## src/sv/ccfb_pkg.sv

```systemverilog
package ccfb_pkg;

    // Frame store size limits
    localparam int MAX_COLUMNS = 128;
    localparam int MAX_ROWS    = 64;

    // Field widths of the streams and the configuration port
    localparam int CMD_W      = 2;
    localparam int POS_W      = 16;
    localparam int GLYPH_W    = 8;
    localparam int ATTR_W     = 16;
    localparam int CELL_W     = GLYPH_W + ATTR_W;
    localparam int IN_DATA_W  = 56;
    localparam int OUT_DATA_W = 24;
    localparam int CFG_IDX_W  = 4;
    localparam int CFG_DATA_W = 16;

    // Screen coordinates: width fits 8 bits, height 7 bits, clip bounds signed 10 bits
    localparam int COL_W = 8;
    localparam int ROW_W = 7;
    localparam int GEO_W = 10;
    localparam int LIN_W = 16;

    // Power of two so the pointers wrap on their own
    localparam int QUEUE_DEPTH = 2;

    localparam logic [GLYPH_W-1:0] BLANK_GLYPH     = 8'h20;
    localparam logic [ATTR_W-1:0]  CHECK_ATTR_ODD  = 16'h00C0;
    localparam logic [ATTR_W-1:0]  CHECK_ATTR_EVEN = 16'h00A0;

    typedef enum logic [CFG_IDX_W-1:0] {
        REG_VIEW_WIDTH  = 4'd0,
        REG_VIEW_HEIGHT = 4'd1,
        REG_CAMERA_X    = 4'd2,
        REG_CAMERA_Y    = 4'd3,
        REG_CLIP_LEFT   = 4'd4,
        REG_CLIP_TOP    = 4'd5,
        REG_CLIP_RIGHT  = 4'd6,
        REG_CLIP_BOTTOM = 4'd7
    } cfg_reg_t;

    typedef enum logic [CMD_W-1:0] {
        CMD_DRAW  = 2'd0,
        CMD_CLEAR = 2'd1,
        CMD_READ  = 2'd2
    } cmd_t;

    typedef enum logic [1:0] {
        OP_WRITE,
        OP_READ,
        OP_CLEAR,
        OP_REJECT
    } op_t;

    typedef enum logic [1:0] {
        BK_IDLE,
        BK_READ,
        BK_CLEAR
    } back_state_t;

    // Window geometry derived from the configuration registers
    typedef struct packed {
        logic [COL_W-1:0]        width;
        logic [ROW_W-1:0]        height;
        logic signed [GEO_W-1:0] left;
        logic signed [GEO_W-1:0] right;
        logic signed [GEO_W-1:0] top;
        logic signed [GEO_W-1:0] bottom;
        logic signed [POS_W-1:0] cam_x;
        logic signed [POS_W-1:0] cam_y;
        logic                    parity;
        logic                    empty;
    } geom_t;

    // Classified work item handed from front to back
    typedef struct packed {
        op_t                op;
        logic [LIN_W-1:0]   lin;
        logic [GLYPH_W-1:0] glyph;
        logic [ATTR_W-1:0]  attr;
    } work_t;

endpackage

```

## src/sv/ccfb_queue.sv

```systemverilog
module ccfb_queue (
    input  logic            aclk,
    input  logic            aresetn,
    input  logic            push,
    input  ccfb_pkg::work_t push_item,
    output logic            full,
    input  logic            pop,
    output logic            avail,
    output ccfb_pkg::work_t head
);
    import ccfb_pkg::*;

    localparam int PTR_W = $clog2(QUEUE_DEPTH);

    work_t            slot_reg [QUEUE_DEPTH];
    logic [PTR_W-1:0] wr_ptr_reg;
    logic [PTR_W-1:0] wr_ptr_next;
    logic [PTR_W-1:0] rd_ptr_reg;
    logic [PTR_W-1:0] rd_ptr_next;
    logic [PTR_W:0]   count_reg;
    logic [PTR_W:0]   count_next;
    logic             do_pop;

    assign full   = (count_reg == (PTR_W+1)'(QUEUE_DEPTH));
    assign avail  = (count_reg != '0);
    assign head   = slot_reg[rd_ptr_reg];
    assign do_pop = pop && avail;

    always_comb begin
        wr_ptr_next = push   ? wr_ptr_reg + 1'b1 : wr_ptr_reg;
        rd_ptr_next = do_pop ? rd_ptr_reg + 1'b1 : rd_ptr_reg;
        count_next  = count_reg;
        if (push && !do_pop) begin
            count_next = count_reg + 1'b1;
        end else if (do_pop && !push) begin
            count_next = count_reg - 1'b1;
        end
    end

    always_ff @(posedge aclk) begin
        if (!aresetn) begin
            wr_ptr_reg <= '0;
            rd_ptr_reg <= '0;
            count_reg  <= '0;
        end else begin
            wr_ptr_reg <= wr_ptr_next;
            rd_ptr_reg <= rd_ptr_next;
            count_reg  <= count_next;
        end
    end

    always_ff @(posedge aclk) begin
        if (push) begin
            slot_reg[wr_ptr_reg] <= push_item;
        end
    end

    a_no_overflow: assert property (@(posedge aclk) disable iff (!aresetn)
        push |-> !full)
        else $error("push into a full queue");

endmodule

```

## config.mk

```make
export PLATFORM = sky130hd
export DESIGN_NAME = ccfb_queue
export DESIGN_NICKNAME = d
export VERILOG_FILES = /design/src/sv/ccfb_pkg.sv /design/src/sv/ccfb_queue.sv
export SDC_FILE = /design/constraint.sdc
export NUM_CORES = 1
export LEC_CHECK = 0
export ABC_AREA = 1
export CORE_UTILIZATION = 35
export DETAILED_ROUTE_END_ITERATION = 8
export DONT_BUFFER_PORTS = 1
export PLACE_DENSITY = 0.56
export SLEW_MARGIN = 10
export SYNTH_ARGS = -nofsm -noshare
export SYNTH_HDL_FRONTEND = slang
export SYNTH_SLANG_ARGS = --single-unit
```

## constraint.sdc

```tcl
create_clock -name aclk -period 6.6 [get_ports aclk]
set_clock_uncertainty 0.15 [all_clocks]
set_input_delay 1.32 -clock aclk [delete_from_list [all_inputs] [get_ports aclk]]
set_output_delay 1.32 -clock aclk [all_outputs]
set_load 0.1 [all_outputs]
```

# Yosys cells after proc, flatten, opt, wreduce, memory -nomap -nowiden
# Memories as Yosys holds them, arrays and structs flattened. A register that Yosys moved wholly into a read port is not among the register bits.
# Index checks and enable logic that the tools add are counted.
[word_totals]
reg_bits = 4
mem_bits_rw = 84
input_bits = 46
output_inout_bits = 44
word_cells = 22
n_memories = 1
[classes]
addsub = 4
n_eq_ne = 1
mux = 6
n_reduce_logical = 7
[mem_list]
columns = ["name", "depth", "width", "read_ports", "rd_clocked_by_memory_dff", "wr", "line_no", "rtl"]
rows = [
  ["slot_reg", 2, 42, 1, 1, 1, "ccfb_queue.sv:15", "work_t slot_reg [QUEUE_DEPTH];"],
]
[ops]
columns = ["cell", "n"]
rows = [
  ["$mux 1", 4],
  ["$mux 2", 2],
  ["$reduce_bool 2->1", 2],
  ["$logic_and 1x1->1", 3],
  ["$add 1x1->1 const B", 2],
  ["$add 2x1->2 const B", 1],
  ["$eq 2x2->1 const B", 1],
  ["$logic_not 1->1", 2],
  ["$sub 2x1->2 const B", 1],
]

# Depth between registers and ports, before layout
[depth]
depth_word = 5
mapped_depth = 9
depth_no_buf = 9

# Least setup slack after synthesis
# OpenSTA, ideal clock, no wires.
[synth_timing]
kind = "in2reg"
startpoint = "in push"
endpoint = "mem slot_reg[0][0] (netlist name), enable pin"
setup_time_ns = 0.442
arrival_ns = 3.126
t_required_ns = 6.008
path_slack_ns = 2.881
path_stages = 2
n_path_buf = 0
cell_sequence = "inv_1 nor2_1"
[synth_between]
elab_chain_len = 2
[synth_rtl]
columns = ["item", "line_no", "rtl"]
rows = [
  ["start: declaration", "ccfb_queue.sv:4", "input logic push,"],
  ["$mux 1", "ccfb_queue.sv:53", "if (push) begin"],
  ["$mux 1 (implied by the code)", "ccfb_queue.sv:54", "slot_reg[wr_ptr_reg] <= push_item;"],
  ["end: declaration", "ccfb_queue.sv:15", ""],
]
# No other way between the ends.

==> results.ini <==
[status]
status = complete, no violations

[sta]
fmaxAchievable_mhz = 275
maxSlewViolCount = 0
maxSlewHeadroom = 0.290
hold_violations = 0
setup_tns_ps = 0
tightest_slew_ps = 1060
worst_slack_ps = 2960
setup_viol = 0
finalCriticalPeriod_ps = 3640
rsz0062_at_grt = no
finalCritPeriodShare = 0.551

[detailed_routing]
ant_nets = 0
drtPass1Iterations = 4
wire_per_inst_um = 17.0
drtIter0Drc = 35
drt_wl_total_um = 5250
viasPerCell = 4.48
drc = 0
num_vias = 1383

[cts]
cts_hold_buf = 0
clock-root-buffer = clkbuf_8
tritoncts = yes
h-tree-depth = 3
clockBufferDepth = 2
post_cts_buffers = 0
ctsResizeCount = 0
cts.sinks = 89
clk_pin_slew_worst_paths_ps = 80
clock_latency_ps = 340
cts_buffers = 9

[layout]
nets = 222
layout_commonest_cell = edfxtp_1
area_growth_pct = 9.77
final_cell_mix = edfxtp_1, mux2_4, nand2_1, clkbuf_8, inv_1
num_antenna_cells = 0
fillers = 850
drive_gt1_frac = 0.350
largest_reg_flops = 84

[logic_synthesis]
synth_seq_cells = 89
syn-num-nets = 214
yosysWarnings = 0
ys_seq_area_frac = 0.755
synth_area_per_cell_sq_um = 20.8
netlist_area_sq_um = 3470
syn-instance-count = 167
synth_cell_type_count = 15

[worst_setup_path]
worstReg2RegStart = wr_ptr_reg
worstPathMaxFanout = 27
cp-end-kind = output pin
r2r_slack_ps = 4840
critPathKind = flop to output pin
crit_end = head[22]
required_ps = 5130
r2r_end = slot_reg[0][1]
startpoint_type = flop
reg2reg_depth = 2
worstPathArrival_ps = 2170

[power]
power_density_nw_per_um2 = 393
leakage_nw = 1.35
ir_drop_uv = 180

[global_routing]
grtUsageTotal = 0.105
grt_pass1_vias = 1530
grt_antenna_before_repair = 0
grt_max_degree = 43
grt_pass1_wl_um = 7700
gr-total-overflow = 0

[die]
core_area_sq_um = 9420
fp.dieW_um = 102
io-pin-count = 90
initial_utilization = 0.369
fp.dieArea_sq_um = 10300
core.rowCount = 35
dieHeight_um = 102

[place]
gp_congestion = 0.618
io_buffers = 0
place_hpwl_um = 3670
place_ws_ps = 3300

[run]
drv_cap = 0

[min_path]
min_path_type = flop to flop

[worst max-delay path, cell delays in order, from the launching register on]
cell	delay [ps]
dfxtp_2	670
buf_4	530
mux2_2	620
[metrics by stage]
stage | power (mW) | util | area (sq um) | instances | hold slack, ps
after global placement | 1.07 | 0.379 | 3570 | 293 | 337
after global routing | 1.55 | 0.405 | 3810 | 309 | 430
after detailed placement | 1.08 | 0.379 | 3570 | 293 | 359
after CTS | 1.52 | 0.405 | 3810 | 309 | 384
final | 1.50 | 0.405 | 3810 | 309 | 387
after floorplan | 1.07 | - | 3470 | 167 | 317
[Yosys cell counts (all sizes together)]
master,n,area share
buf,5,0.026
nand2,9,0.0097
dfxtp,5,0.029
o21a,1,0.0022
nand3,1,0.0014
inv,8,0.0086
mux2,42,0.18
nor2,8,0.0086
a21oi,1,0.0014
o21ai,1,0.0014
edfxtp,84,0.73
ha,1,0.0036
nand4,1,0.0018
[kinds of logic (layout without fill, tap and decap cells)]
group	Yosys count	in the layout	share of synthesized area
buffers and inverters	13	26	0.0350
adders and majority gates	1	1	0.00360
muxes	42	42	0.179
and+or+nand+nor	19	19	0.0216
DFF	89	89	0.755
AOI/OAI and AO/OA	3	3	0.00504
[power by group]
group          switching, mW  internal [mW]
clock                  0.180          0.254
combinational          0.323         0.0709
sequential            0.0180          0.654
total                  0.520          0.978
[routing by layer]
| layer | track usage | wire (um) | part of all wire |
|---|---|---|---|
| met1 | 0.105 | 1870 | 0.36 |
| met2 | 0.183 | 2820 | 0.54 |
| met3 | 0.0573 | 489 | 0.093 |
| met4 | 0.0401 | 65 | 0.012 |
| met5 | 0 | 0 | 0 |
[worst min path at each step]
| stage | from | end | slack (ps) | cells past startpoint |
|---|---|---|---|---|
| 2_1_floorplan | rd_ptr_reg | flop | 320 | 2 |
| 3_3_place_gp | rd_ptr_reg | rd_ptr_reg | 340 | 2 |
| 3_5_place_dp | rd_ptr_reg | flop | 360 | 2 |
| 4_1_cts | rd_ptr_reg | flop | 380 | 2 |
| 5_1_grt | wr_ptr_reg | wr_ptr_reg | 430 | 2 |
| 6_report | rd_ptr_reg | flop | 390 | 2 |
[final cells by class]
cell class | instances | area [sq um] | share of cell area
Sequential cell | 89 | 2620 | 0.688
Clock inverter | 6 | 115 | 0.0302
Timing Repair Buffer | 2 | 15.0 | 0.00394
Multi-Input combinational cell | 65 | 738 | 0.194
Clock buffer | 10 | 128 | 0.0335
Tap cell | 129 | 161 | 0.0424
Inverter | 8 | 30.0 | 0.00788
(Power assumes the default switching activity.)
