<file path="src/sv/ccfb_pkg.sv">
package ccfb_pkg;

    // Frame store size limits
    localparam int MAX_COLUMNS = 128;
    localparam int MAX_ROWS    = 64;

    // Field widths of the streams and the configuration port
    localparam int CMD_W      = 2;
    localparam int POS_W      = 16;
    localparam int GLYPH_W    = 8;
    localparam int ATTR_W     = 16;
    localparam int CELL_W     = GLYPH_W + ATTR_W;
    localparam int IN_DATA_W  = 56;
    localparam int OUT_DATA_W = 24;
    localparam int CFG_IDX_W  = 4;
    localparam int CFG_DATA_W = 16;

    // Screen coordinates: width fits 8 bits, height 7 bits, clip bounds signed 10 bits
    localparam int COL_W = 8;
    localparam int ROW_W = 7;
    localparam int GEO_W = 10;
    localparam int LIN_W = 16;

    // Power of two so the pointers wrap on their own
    localparam int QUEUE_DEPTH = 2;

    localparam logic [GLYPH_W-1:0] BLANK_GLYPH     = 8'h20;
    localparam logic [ATTR_W-1:0]  CHECK_ATTR_ODD  = 16'h00C0;
    localparam logic [ATTR_W-1:0]  CHECK_ATTR_EVEN = 16'h00A0;

    typedef enum logic [CFG_IDX_W-1:0] {
        REG_VIEW_WIDTH  = 4'd0,
        REG_VIEW_HEIGHT = 4'd1,
        REG_CAMERA_X    = 4'd2,
        REG_CAMERA_Y    = 4'd3,
        REG_CLIP_LEFT   = 4'd4,
        REG_CLIP_TOP    = 4'd5,
        REG_CLIP_RIGHT  = 4'd6,
        REG_CLIP_BOTTOM = 4'd7
    } cfg_reg_t;

    typedef enum logic [CMD_W-1:0] {
        CMD_DRAW  = 2'd0,
        CMD_CLEAR = 2'd1,
        CMD_READ  = 2'd2
    } cmd_t;

    typedef enum logic [1:0] {
        OP_WRITE,
        OP_READ,
        OP_CLEAR,
        OP_REJECT
    } op_t;

    typedef enum logic [1:0] {
        BK_IDLE,
        BK_READ,
        BK_CLEAR
    } back_state_t;

    // Window geometry derived from the configuration registers
    typedef struct packed {
        logic [COL_W-1:0]        width;
        logic [ROW_W-1:0]        height;
        logic signed [GEO_W-1:0] left;
        logic signed [GEO_W-1:0] right;
        logic signed [GEO_W-1:0] top;
        logic signed [GEO_W-1:0] bottom;
        logic signed [POS_W-1:0] cam_x;
        logic signed [POS_W-1:0] cam_y;
        logic                    parity;
        logic                    empty;
    } geom_t;

    // Classified work item handed from front to back
    typedef struct packed {
        op_t                op;
        logic [LIN_W-1:0]   lin;
        logic [GLYPH_W-1:0] glyph;
        logic [ATTR_W-1:0]  attr;
    } work_t;

endpackage

</file>
<file path="src/sv/ccfb_front.sv">
module ccfb_front (
    input  logic                               aclk,
    input  logic                               aresetn,
    input  logic                               s_tvalid,
    output logic                               s_tready,
    // pos_x[15:0], pos_y[31:16], glyph[39:32], attribute[55:40]
    input  logic [ccfb_pkg::IN_DATA_W-1:0]     s_tdata,
    // cmd[1:0]
    input  logic [ccfb_pkg::CMD_W-1:0]         s_tuser,
    input  ccfb_pkg::geom_t                    geom,
    input  logic                               q_full,
    output logic                               q_push,
    output ccfb_pkg::work_t                    q_item
);
    import ccfb_pkg::*;

    typedef struct packed {
        op_t                op;
        logic [COL_W-1:0]   col;
        logic [ROW_W-1:0]   row;
        logic [GLYPH_W-1:0] glyph;
        logic [ATTR_W-1:0]  attr;
    } stage_t;

    logic                    s1_valid_reg;
    logic                    s1_valid_next;
    stage_t                  s1_reg;
    stage_t                  s1_next;
    logic                    accept;
    logic [POS_W-1:0]        pos_x;
    logic [POS_W-1:0]        pos_y;
    logic signed [POS_W:0]   scr_x;
    logic signed [POS_W:0]   scr_y;
    logic signed [POS_W:0]   lo_x;
    logic signed [POS_W:0]   hi_x;
    logic signed [POS_W:0]   lo_y;
    logic signed [POS_W:0]   hi_y;
    logic                    draw_hit;
    logic                    read_hit;
    logic [LIN_W-1:0]        row_base;

    assign pos_x = s_tdata[15:0];
    assign pos_y = s_tdata[31:16];

    // World to screen
    assign scr_x = {pos_x[POS_W-1], pos_x} - {geom.cam_x[POS_W-1], geom.cam_x};
    assign scr_y = {pos_y[POS_W-1], pos_y} - {geom.cam_y[POS_W-1], geom.cam_y};
    assign lo_x  = {{(POS_W+1-GEO_W){geom.left[GEO_W-1]}}, geom.left};
    assign hi_x  = {{(POS_W+1-GEO_W){geom.right[GEO_W-1]}}, geom.right};
    assign lo_y  = {{(POS_W+1-GEO_W){geom.top[GEO_W-1]}}, geom.top};
    assign hi_y  = {{(POS_W+1-GEO_W){geom.bottom[GEO_W-1]}}, geom.bottom};

    assign draw_hit = (scr_x >= lo_x) && (scr_x <= hi_x) && (scr_y >= lo_y) && (scr_y <= hi_y);
    assign read_hit = !pos_x[POS_W-1] && (pos_x[POS_W-2:0] < {7'd0, geom.width})
                   && !pos_y[POS_W-1] && (pos_y[POS_W-2:0] < {8'd0, geom.height});

    assign q_push   = s1_valid_reg && !q_full;
    assign s_tready = !s1_valid_reg || q_push;
    assign accept   = s_tvalid && s_tready;

    always_comb begin
        s1_next.col   = pos_x[COL_W-1:0];
        s1_next.row   = pos_y[ROW_W-1:0];
        s1_next.glyph = s_tdata[39:32];
        s1_next.attr  = s_tdata[55:40];
        case (s_tuser)
            CMD_DRAW: begin
                s1_next.op  = draw_hit ? OP_WRITE : OP_REJECT;
                s1_next.col = scr_x[COL_W-1:0];
                s1_next.row = scr_y[ROW_W-1:0];
            end
            CMD_CLEAR: s1_next.op = OP_CLEAR;
            CMD_READ:  s1_next.op = read_hit ? OP_READ : OP_REJECT;
            default:   s1_next.op = OP_REJECT;
        endcase
    end

    always_comb begin
        s1_valid_next = s1_valid_reg;
        if (accept) begin
            s1_valid_next = 1'b1;
        end else if (q_push) begin
            s1_valid_next = 1'b0;
        end
    end

    always_ff @(posedge aclk) begin
        if (!aresetn) begin
            s1_valid_reg <= 1'b0;
        end else begin
            s1_valid_reg <= s1_valid_next;
        end
    end

    always_ff @(posedge aclk) begin
        if (accept) begin
            s1_reg <= s1_next;
        end
    end

    // Linear cell index y*width + x
    assign row_base     = {{(LIN_W-ROW_W){1'b0}}, s1_reg.row}
                        * {{(LIN_W-COL_W){1'b0}}, geom.width};
    assign q_item.op    = s1_reg.op;
    assign q_item.lin   = row_base + {8'd0, s1_reg.col};
    assign q_item.glyph = s1_reg.glyph;
    assign q_item.attr  = s1_reg.attr;

    a_hold_stalled: assert property (@(posedge aclk) disable iff (!aresetn)
        s1_valid_reg && !q_push |=> s1_valid_reg && $stable(s1_reg))
        else $error("front stage lost a stalled item");

endmodule

</file>
<file path="config.mk">
export PLATFORM = sky130hd
export DESIGN_NAME = ccfb_front
export DESIGN_NICKNAME = d
export VERILOG_FILES = /design/src/sv/ccfb_pkg.sv /design/src/sv/ccfb_front.sv
export SDC_FILE = /design/constraint.sdc
export NUM_CORES = 1
export LEC_CHECK = 0
export BUFFER_PORTS_ARGS = -buffer_cell sky130_fd_sc_hd__buf_2
export CAP_MARGIN = 20
export CORE_MARGIN = 3
export CORE_UTILIZATION = 34
export CTS_CLUSTER_SIZE = 14
export DETAILED_ROUTE_END_ITERATION = 8
export GPL_ROUTABILITY_DRIVEN = 0
export GPL_TIMING_DRIVEN = 1
export HOLD_SLACK_MARGIN = 0.1
export SYNTH_ARGS = -nofsm -noshare
export SYNTH_HDL_FRONTEND = slang
export SYNTH_SLANG_ARGS = --single-unit
export TNS_END_PERCENT = 5
</file>
<file path="constraint.sdc">
create_clock -name aclk -period 6.6 [get_ports aclk]
set_input_delay 0.33 -clock aclk [delete_from_list [all_inputs] [get_ports aclk]]
set_output_delay 0.33 -clock aclk [all_outputs]
set_load 0.03 [all_outputs]
</file>
* Word-level counts from Yosys, hierarchy flattened
Cells that the tools add are included.
Storage, ports and cells: output and inout port bits 44, register bits 42, bits of input ports 151
Operators by class: reductions and logical operators 15, muxes and demuxes 6, add/sub/neg operators 3, order comparisons 6, multipliers 1, equality and inequality tests 2
Operators with widths (number):
- 17-bit by 10-bit greater-or-equal comparator with 1-bit output | 2
- 17-bit by 10-bit less-or-equal comparator with 1-bit output | 2
- 16-bit by 16-bit subtractor with 17-bit output | 2
- 15-bit by 8-bit adder with 16-bit output | 1
- 15-bit by 7-bit less-than comparator with 1-bit output | 1
- 15-bit by 8-bit less-than comparator with 1-bit output | 1
- 7-bit by 8-bit multiplier with 15-bit output | 1
- 15-bit two-way mux | 1
- 1-bit logical AND | 8
- 2-bit one-hot mux with 3 select lines | 1
- 1-bit zero test | 4
- 2-bit two-way mux | 2
- 2-bit by 1-bit == test with 1-bit output (second input constant) | 1
- 2-bit == test (second input constant) | 1
- 2-bit zero test | 1
- 1-bit two-way mux | 2
- 2-bit nonzero test | 1
- 1-bit logical OR | 1

* Longest topological paths before layout
depth in word-level cells 7, depth in mapped cells 19

* Worst setup path after synthesis
Ideal clock, no wire load.
kind input port to output port, from input port geom[85] (netlist bit), to output port q_item[38] (netlist bit), slack 1893 ps, cell stages on the path 14, arrival 4377 ps, path through clkbuf_1 > nand2_1 > fa_1 > inv_1 > fa_1 > fa_1 > fa_1 > ha_1 > o21a_1 > o21ai_0 > a211oi_1 > nor4_1 > o21bai_1 > xnor2_1
RTL lines:
- start: declaration | RTL line ccfb_front.sv:10 | input ccfb_pkg::geom_t geom,
- end: declaration | RTL line ccfb_front.sv:13 | output ccfb_pkg::work_t q_item

==> impl_metrics.json <==
{
  "antenna_found_initial": 1,
  "largest_reg_flops": 26,
  "p_int_mw": 1.05,
  "grt_pass1_wl_um": 28600,
  "drive_gt1_share_pct": 22.3,
  "placed_area_um2": 8270,
  "cp_max_fo": 8,
  "yosys_warnings": 0,
  "grt_pass1_vias": 5815,
  "yosysSeqAreaShare_pct": 17.4,
  "numCtsBuffers": 5,
  "areaGrowthSynthToFinish_pct": 17.3,
  "crit_type": "flip-flop to output port",
  "via_per_inst": 4.80,
  "cts_num_sinks": 42,
  "synth.largest_area_cell": "ha_1",
  "post-dp-hpwl_um": 16300,
  "numPortBuffers": 192,
  "final-setup-viol-count": 0,
  "die_w_um": 151,
  "finalInstanceArea_um2": 8420,
  "synth_commonest_cells": "ha_1, inv_1, nand2_1",
  "cp_num_buf_inv": 3,
  "postRouteAntennaNets": 0,
  "overflow": 0,
  "cts_setup_buffers": 0,
  "setup_tns_ps": 0,
  "die_y_um": 151,
  "min_period_over_period_pct": 77.8,
  "ys.flop_type": "edfxtp_1",
  "drc": 0,
  "num_vias": 6028,
  "synth-async-reset-ratio_pct": 0,
  "hp-class": "input port to flip-flop",
  "clock_skew_ps": 7.56,
  "clk_path_buf_depth": 2,
  "cp_slowest_stage_delay_ps": 550,
  "crit_arrival_ps": 4810,
  "synth_top_area_share_pct": 26.5,
  "wire_per_inst_um": 14.6,
  "worstPathRequired_ps": 6270,
  "clk_pin_slew_ps": 70,
  "synth_area_per_cell_um2": 8.78,
  "syn_nets": 1159,
  "cts_tree": "yes",
  "p_leak_nw": 4.40,
  "swShare_pct": 50.1,
  "slew_headroom_pct": 35.5,
  "p_seq_share_pct": 15.7,
  "layout.nets": 1328,
  "ys_seq_elements": 42,
  "cts_resized": 0,
  "grt_max_degree": 42,
  "critPathCaptureType": "output port",
  "first_iter_violations": 236,
  "synth_edf_count": 41,
  "num_rows": 52,
  "first_pass_iters": 6,
  "grt_usage_pct": 15.4,
  "worst_pin_slew_ps": 967,
  "root_buffer": "clkbuf_16",
  "cts_hold_buffers": 0,
  "rsz0062_at_grt": "no",
  "final.min_clock_period_ps": 5140,
  "start_util_pct": 35.0,
  "synth_area_leaders": "ha_1, edfxtp_1, fa_1",
  "core_area_um2": 20500,
  "crit_chain": "nand2_1 -> fa_1 -> fa_1 -> inv_1 -> fa_1 -> fa_1 -> ha_1 -> inv_1 -> o21ai_0 -> o211ai_1 -> o31ai_1 -> nor2_1 -> xnor2_1 -> buf_2",
  "power.switching_mw": 1.05,
  "totalWireLength_um": 18300,
  "final-hold-violation-count": 0,
  "clkPwrFrac_pct": 11.6,
  "max_freq_mhz": 195,
  "die_area_um2": 22900,
  "start_kind": "flip-flop",
  "syn_inst": 817,
  "cp_common_cell": "fa_1",
  "antenna_cells": 0,
  "powerDensity_nw_per_um2": 250,
  "cap_violations": 0,
  "io-pin-count": 195,
  "synth_area_um2": 7170,
  "timing.final.max_slew_violations": 0,
  "nFillCells": 2096,
  "synth_cell_types": 55,
  "cp_top_family": "adder cells",
  "htree_levels": 2,
  "vdd_ir_drop_max_mv": 0.171,
  "p_comb_share_pct": 72.7,
  "status": "finished clean",
  "slowest_stage": "fa_1",
  "clk_latency_ps": 280,
  "yosysMostFrequentCell": "ha_1"
}
-- path summary, 6_finish.rpt --
path	depth (start not counted)	slack [ps]	startpoint	to
setup / recovery	14	1460	s1_reg[30]$_DFFE_PP_	q_item[39]
hold / removal	1	220	s_tdata[43]	q_item[3]$_DFFE_PP_
setup reg to reg	2	5020	s1_valid_reg$_SDFFE_PN0P_	s1_reg[30]$_DFFE_PP_
hold reg to reg	2	530	s1_valid_reg$_SDFFE_PN0P_	s1_valid_reg$_SDFFE_PN0P_
-- layer usage --
metal  vias up  global-route usage [%]  share of wire [%]
met4         2                    2.31                1.0
met5         -                       0              0.049
met1      2750                    21.7                 46
met3        17                    1.62                4.9
li1       3129                       -                  -
met2       130                    26.1                 48
-- stage by stage --
step,power (mW),util [%],std cells,hold slack (ps),setup slack (ps)
after floorplan,1.50,-,817,429,1890
after CTS,2.12,41.1,1257,212,1430
after global routing,2.34,41.1,1257,206,1130
after detailed placement,1.87,40.3,1249,508,1720
after global placement,1.86,40.3,1249,505,1800
final,2.10,41.1,1257,216,1460
-- power by group through the flow --
stage	Clock, mW	Sequential [mW]	Combinational (mW)
6_report	0.244	0.329	1.53
5_1_grt	0.261	0.331	1.74
4_1_cts	0.249	0.329	1.54
3_5_place_dp	0	0.335	1.53
3_3_place_gp	0	0.334	1.52
2_1_floorplan	0	0.329	1.17
-- cells in the final DEF, fill, tap and decap left out, drive strengths merged, types with 4 or more instances in the layout --
cell type and n:
buf 193, mux2 12, clkbuf 5, nand2b 6
and2 27, o21ai 36, nor2 49, edfxtp 41
inv 149, nor4 8, nor2b 10, nand4 14
ha 152, a21oi 45, a2111oi 4, o21a 11
fa 39, nand2 50, a211oi 15, a21o 11
a21boi 4, nand3 8, o211ai 7, xor2 7
xnor2 29, and3 8, o21bai 4, nor3 12
-- kinds of logic (layout without fill, tap and decap cells) --
family	count (synthesis)	after routing	synth area share, %
AO/OA/AOI/OAI	156	156	14.2
XOR/XNOR	36	36	4.39
adder cells (fa/ha/maj)	191	191	37.4
buffers and inverters	179	349	10.7
flip-flops	42	42	17.4
multiplexers	13	13	2.02
AND/OR/NAND/NOR	200	200	13.8
-- final cells by class --
cell class	count	area [um^2]	area share, %
inverter	148	556	6.60
tap	270	338	4.01
timing repair buffer	193	968	11.5
multi-input combinational	596	5150	61.2
clock buffer	5	125	1.49
sequential	42	1250	14.9
clock inverter	3	23.8	0.282
Note: power is estimated with default switching activity, not from simulation.
